<file path="src/hdl/stc_pkg.sv">
// ----------------------------------------------------------------------------
// stc_pkg
// Shared types and constants for the triplet to compressed-column converter.
// ----------------------------------------------------------------------------
package stc_pkg;

  localparam int MAX_ENTRIES = 1024;
  localparam int ENTRY_AW    = $clog2(MAX_ENTRIES);
  localparam int CNT_W       = ENTRY_AW + 1;
  localparam int MAX_COLUMNS = 256;
  localparam int COL_W       = 8;
  localparam int NCOL_W      = 9;
  localparam int ROW_W       = 16;
  localparam int VAL_W       = 32;
  localparam int KEY_W       = COL_W + ROW_W;

  localparam logic [2:0] OP_ADD      = 3'd0;
  localparam logic [2:0] OP_BUILD    = 3'd1;
  localparam logic [2:0] OP_RD_START = 3'd2;
  localparam logic [2:0] OP_RD_ENTRY = 3'd3;
  localparam logic [2:0] OP_CLEAR    = 3'd4;

  localparam logic [1:0] ST_OK        = 2'd0;
  localparam logic [1:0] ST_FULL      = 2'd1;
  localparam logic [1:0] ST_RANGE     = 2'd2;
  localparam logic [1:0] ST_NOT_BUILT = 2'd3;

  typedef struct packed {
    logic [2:0]              opcode;
    logic [ROW_W-1:0]        row_index;
    logic [COL_W-1:0]        column_index;
    logic signed [VAL_W-1:0] entry_value;
    logic [10:0]             read_index;
  } item_t;

  typedef struct packed {
    logic [1:0]              status;
    logic [CNT_W-1:0]        number;
    logic [ROW_W-1:0]        out_row;
    logic signed [VAL_W-1:0] out_value;
  } result_t;

  typedef enum logic [3:0] {
    DP_NONE,
    DP_ITEM,
    DP_COPY_RD,
    DP_COPY_WR,
    DP_SORT_INIT,
    DP_SORT_RD,
    DP_SORT_HOLD,
    DP_SORT_CMP_RD,
    DP_SORT_CMP,
    DP_MERGE_INIT,
    DP_MERGE_RD,
    DP_MERGE,
    DP_TAIL,
    DP_FINISH
  } dp_cmd_t;

  typedef struct packed {
    logic build_go;
    logic a_eq_n;
    logic a_ge_n;
    logic b_zero;
    logic shift_gt;
    logic col_pending;
    logic tail_done;
  } dp_status_t;

endpackage

</file>
<file path="src/hdl/stc_ctrl.sv">
// ----------------------------------------------------------------------------
// stc_ctrl
// Sequencer: takes commands and walks the build through copy, sort and merge.
// ----------------------------------------------------------------------------
module stc_ctrl (
  input  logic                clk,
  input  logic                rst,
  input  logic                start,
  input  stc_pkg::dp_status_t sts,
  output stc_pkg::dp_cmd_t    cmd,
  output logic                busy
);

  typedef enum logic [3:0] {
    S_IDLE,
    S_COPY_RD,
    S_COPY_WR,
    S_SORT_RD,
    S_SORT_HOLD,
    S_SORT_CMP_RD,
    S_SORT_CMP,
    S_MERGE_RD,
    S_MERGE,
    S_TAIL
  } state_t;

  state_t state;
  state_t state_next;

  always_comb begin
    state_next = state;
    cmd        = stc_pkg::DP_NONE;
    case (state)
      S_IDLE: begin
        if (start) begin
          cmd = stc_pkg::DP_ITEM;
          if (sts.build_go) state_next = S_COPY_RD;
        end
      end
      S_COPY_RD: begin
        if (sts.a_eq_n) begin
          cmd        = stc_pkg::DP_SORT_INIT;
          state_next = S_SORT_RD;
        end else begin
          cmd        = stc_pkg::DP_COPY_RD;
          state_next = S_COPY_WR;
        end
      end
      S_COPY_WR: begin
        cmd        = stc_pkg::DP_COPY_WR;
        state_next = S_COPY_RD;
      end
      S_SORT_RD: begin
        if (sts.a_ge_n) begin
          cmd        = stc_pkg::DP_MERGE_INIT;
          state_next = S_MERGE_RD;
        end else begin
          cmd        = stc_pkg::DP_SORT_RD;
          state_next = S_SORT_HOLD;
        end
      end
      S_SORT_HOLD: begin
        cmd        = stc_pkg::DP_SORT_HOLD;
        state_next = S_SORT_CMP_RD;
      end
      S_SORT_CMP_RD: begin
        cmd        = stc_pkg::DP_SORT_CMP_RD;
        state_next = sts.b_zero ? S_SORT_RD : S_SORT_CMP;
      end
      S_SORT_CMP: begin
        cmd        = stc_pkg::DP_SORT_CMP;
        state_next = sts.shift_gt ? S_SORT_CMP_RD : S_SORT_RD;
      end
      S_MERGE_RD: begin
        if (sts.a_eq_n) begin
          state_next = S_TAIL;
        end else begin
          cmd        = stc_pkg::DP_MERGE_RD;
          state_next = S_MERGE;
        end
      end
      S_MERGE: begin
        cmd        = stc_pkg::DP_MERGE;
        state_next = sts.col_pending ? S_MERGE : S_MERGE_RD;
      end
      S_TAIL: begin
        if (sts.tail_done) begin
          cmd        = stc_pkg::DP_FINISH;
          state_next = S_IDLE;
        end else begin
          cmd = stc_pkg::DP_TAIL;
        end
      end
      default: begin
        state_next = S_IDLE;
      end
    endcase
  end

  always_ff @(posedge clk) begin
    if (rst) begin
      state <= S_IDLE;
      busy  <= 1'b0;
    end else begin
      state <= state_next;
      busy  <= (state_next != S_IDLE);
    end
  end

endmodule

</file>
<file path="config.mk">
export PLATFORM = sky130hd
export DESIGN_NAME = stc_ctrl
export DESIGN_NICKNAME = d
export VERILOG_FILES = /design/src/hdl/stc_pkg.sv /design/src/hdl/stc_ctrl.sv
export SDC_FILE = /design/constraint.sdc
export NUM_CORES = 1
export LEC_CHECK = 0
export ABC_CLOCK_PERIOD_IN_PS = 1400
export BUFFER_PORTS_ARGS = -buffer_cell sky130_fd_sc_hd__buf_4
export CAP_MARGIN = 25
export CORE_AREA = 2 2 39 41
export DETAILED_ROUTE_END_ITERATION = 12
export DIE_AREA = 0 0 41 43
export HOLD_SLACK_MARGIN = 0.03
export SYNTH_ARGS = -nofsm -noshare
export SYNTH_HDL_FRONTEND = slang
export SYNTH_SLANG_ARGS = --single-unit
</file>
<file path="constraint.sdc">
create_clock -name clk -period 1.4 [get_ports clk]
set_input_delay 0.07 -clock clk [delete_from_list [all_inputs] [get_ports clk]]
set_output_delay 0.07 -clock clk [all_outputs]
set_load 0.02 [all_outputs]
</file>
==> flow_summary.json <==
{
  "endpoint_kind": "output pin",
  "synth_fp_nets": 77,
  "wl_per_cell_um": 13.85,
  "path_clk_slew_ps": 40,
  "synthTopCellsByArea": "dfxtp_1 20%, a21oi_1 7.0%, o21a_1 4.5%, buf_2 4.0%, nor4bb_1 4.0%",
  "maxCapViolations": 0,
  "path_cells": "buf_6 > buf_8 > nand2b_4 > a21oi_2 > o21ai_1 > a21bo_2 > buf_6",
  "grt_pass1_vias": 676,
  "fmax_mhz": 650.7,
  "critical_path_buf_inv_count": 3,
  "vias_per_cell": 5.447,
  "grt_pass1_wl_mm": 2.615,
  "path_max_fanout": 5,
  "pin_count": 15,
  "final_cell_mix": "32 x buf_4, 6 x buf_6, 5 x nand2_1, 5 x a21oi_1, 4 x dfxtp_4",
  "pre_cts_slack_ps": -146.9,
  "skew_ps": 0.3148,
  "setup_violations": 6,
  "hold_path.class": "in2reg",
  "coreArea_sq_um": 1384,
  "stdcell_count": 123,
  "synth_area_leader_cell": "dfxtp_1",
  "worstPathArrival_ps": 1470,
  "vdd_drop_max_uv": 425.5,
  "crit_slowest_cell": "dfxtp_4",
  "status": "complete, but fails checks",
  "area_growth_pct": 98.24,
  "clk_path_buf_depth": 2,
  "dr_total_vias": 670,
  "rsz0062_at_grt": "true",
  "drive_gt1_share_pct": 58.88,
  "grt-ovfl-total": 0,
  "yosysSeqAreaShare_pct": 20.10,
  "yosys_warnings": 0,
  "cpPeakStageDelay_ps": 350,
  "die_height_um": 43,
  "relSlewSlack_pct": 79.56,
  "final.fill_count": 120,
  "cts_buffers": 3,
  "grt_max_degree": 8,
  "power.density_nw_per_um2": 576.5,
  "die_area_sq_um": 1763,
  "synth_edf_count": 0,
  "grtUsageTotal_pct": 21.77,
  "p_leak_nw": 0.4346,
  "insertion_delay_ps": 240,
  "start_util_pct": 35.99,
  "violations": "negative setup slack",
  "critPathKind": "reg2out",
  "io_buffers": 14,
  "nets": 118,
  "dpl.cell_count": 107,
  "fin_crit_ps": 1537,
  "synthArstFlopShare_pct": 0,
  "htreeDepth": 1,
  "place_congestion": 0.8744,
  "min_period_over_period_pct": 109.8,
  "final_common_cell": "buf_4",
  "clock-sinks": 5,
  "ys_ff_latch": 5,
  "root_buffer": "clkbuf_4",
  "drt_iter0_markers": 9,
  "critPathLaunchType": "register",
  "diodes": 0,
  "required_ps": 1330,
  "crit_family": "compound AO/OA/AOI/OAI gates",
  "avgSynthCellArea_sq_um": 7.433,
  "first_pass_iters": 4,
  "cts_tree": "yes",
  "slew_viol_final": 0,
  "drcViolationCount": 0,
  "fp.dieW_um": 41,
  "yosysUniqueCellTypes": 34,
  "synth_top_cell_area_share_pct": 20.10,
  "timing.critical_path.mode_cell": "buf_6",
  "hold_violations": 0,
  "synth_ff_type": "dfxtp_1",
  "antenna_left": 0,
  "synth_cells": 67,
  "tightestPinTransition_ps": 302.5,
  "worstHoldPathCells": 4,
  "cp_num_cells": 7,
  "setup_tns_ps": -428.1,
  "antenna_found_initial": 0,
  "rows": 14,
  "r2r_cells": 6,
  "worst_slack_ps": -136.9,
  "wirelength_mm": 1.703,
  "synth_area_sq_um": 498.0,
  "dpl.hpwl_mm": 1.078
}
-- final cells by class --
cell class              instances  area, sq um  share of cell area [%]
multi-input cells              53        426.7                   43.22
repair buffers                 42        385.4                   39.04
flip-flops and latches          5        115.1                   11.66
clock buffers                   4        26.28                   2.662
well taps                      16        20.02                   2.028
inverters                       3        13.76                   1.394
-- metrics by stage --
stage	util (%)	power, mW	area [sq um]	hold slack, ps
after floorplan	-	0.2680	498.0	141.6
after global placement	51.18	0.3521	708.2	265.6
after detailed placement	51.18	0.3535	708.2	267.6
after CTS	68.44	0.5629	947.2	229.4
after global routing	71.34	0.6059	987.2	269.4
final	71.34	0.5691	987.2	260.3
-- Yosys cell counts (all sizes together) (2+ instances only) --
cell type	number
nor2b	2
nor2	4
a21oi	7
nand2	5
inv	3
dfxtp	5
nor4bb	2
o21ai	4
o21a	3
buf	5
o22ai	2
nand2b	3
a31oi	3
a311oi	2
-- cell families (layout without fill, tap and decap cells) --
group                  after synthesis  in the layout  synth area share [%]
multiplexers                         1              1                 2.010
AND/OR/NAND/NOR                     23             23                 28.39
flip-flops                           5              5                 20.10
AO/OA/AOI/OAI                       29             29                 40.20
buffers and inverters                9             49                 9.296
-- per-layer routing --
metal  track usage (%)  share of wire [%]
met2             40.00                 57
met1             21.79                 41
met3             3.141                2.3
met5                 0                  0
met4             10.00                  0
-- power breakdown --
group | switching [mW] | leakage [nW] | total, mW | internal [mW]
combinational | 0.112 | 0.376 | 0.247 | 0.136
sequential | 0.0115 | 0.0439 | 0.161 | 0.149
clock | 0.0535 | 0.0150 | 0.161 | 0.107
-- worst register-to-register path, delay by kind of cell, from the launching register on --
kind	cells	cell delay (ps)
compound gates	3	630
flops	1	350
buf+inv	2	270
simple gates	1	140
-- state kept, by name (all words and copies together) (netlist names) --
name and cells:
state 4, busy 1
-- final timing paths --
path                 start        to  slack (ps)
setup / recovery  state[3]    cmd[2]        -140
hold / removal      sts[0]  state[3]         260
hold reg to reg   state[3]  state[3]         650
setup reg to reg  state[1]      busy        -110
-- what timing repair did --
| action | CTS | global route |
|---|---|---|
| hold buffers | 1 | 0 |
| pin swaps | 8 | 9 |
| hold endpoints to repair | 2 | 0 |
| endpoints found under the setup margin | 6 | 8 |
| setup buffers | 10 | 0 |
| cloned | 1 | 0 |
| resized for setup | 23 | 8 |
Power figures use the tool's default switching activity.
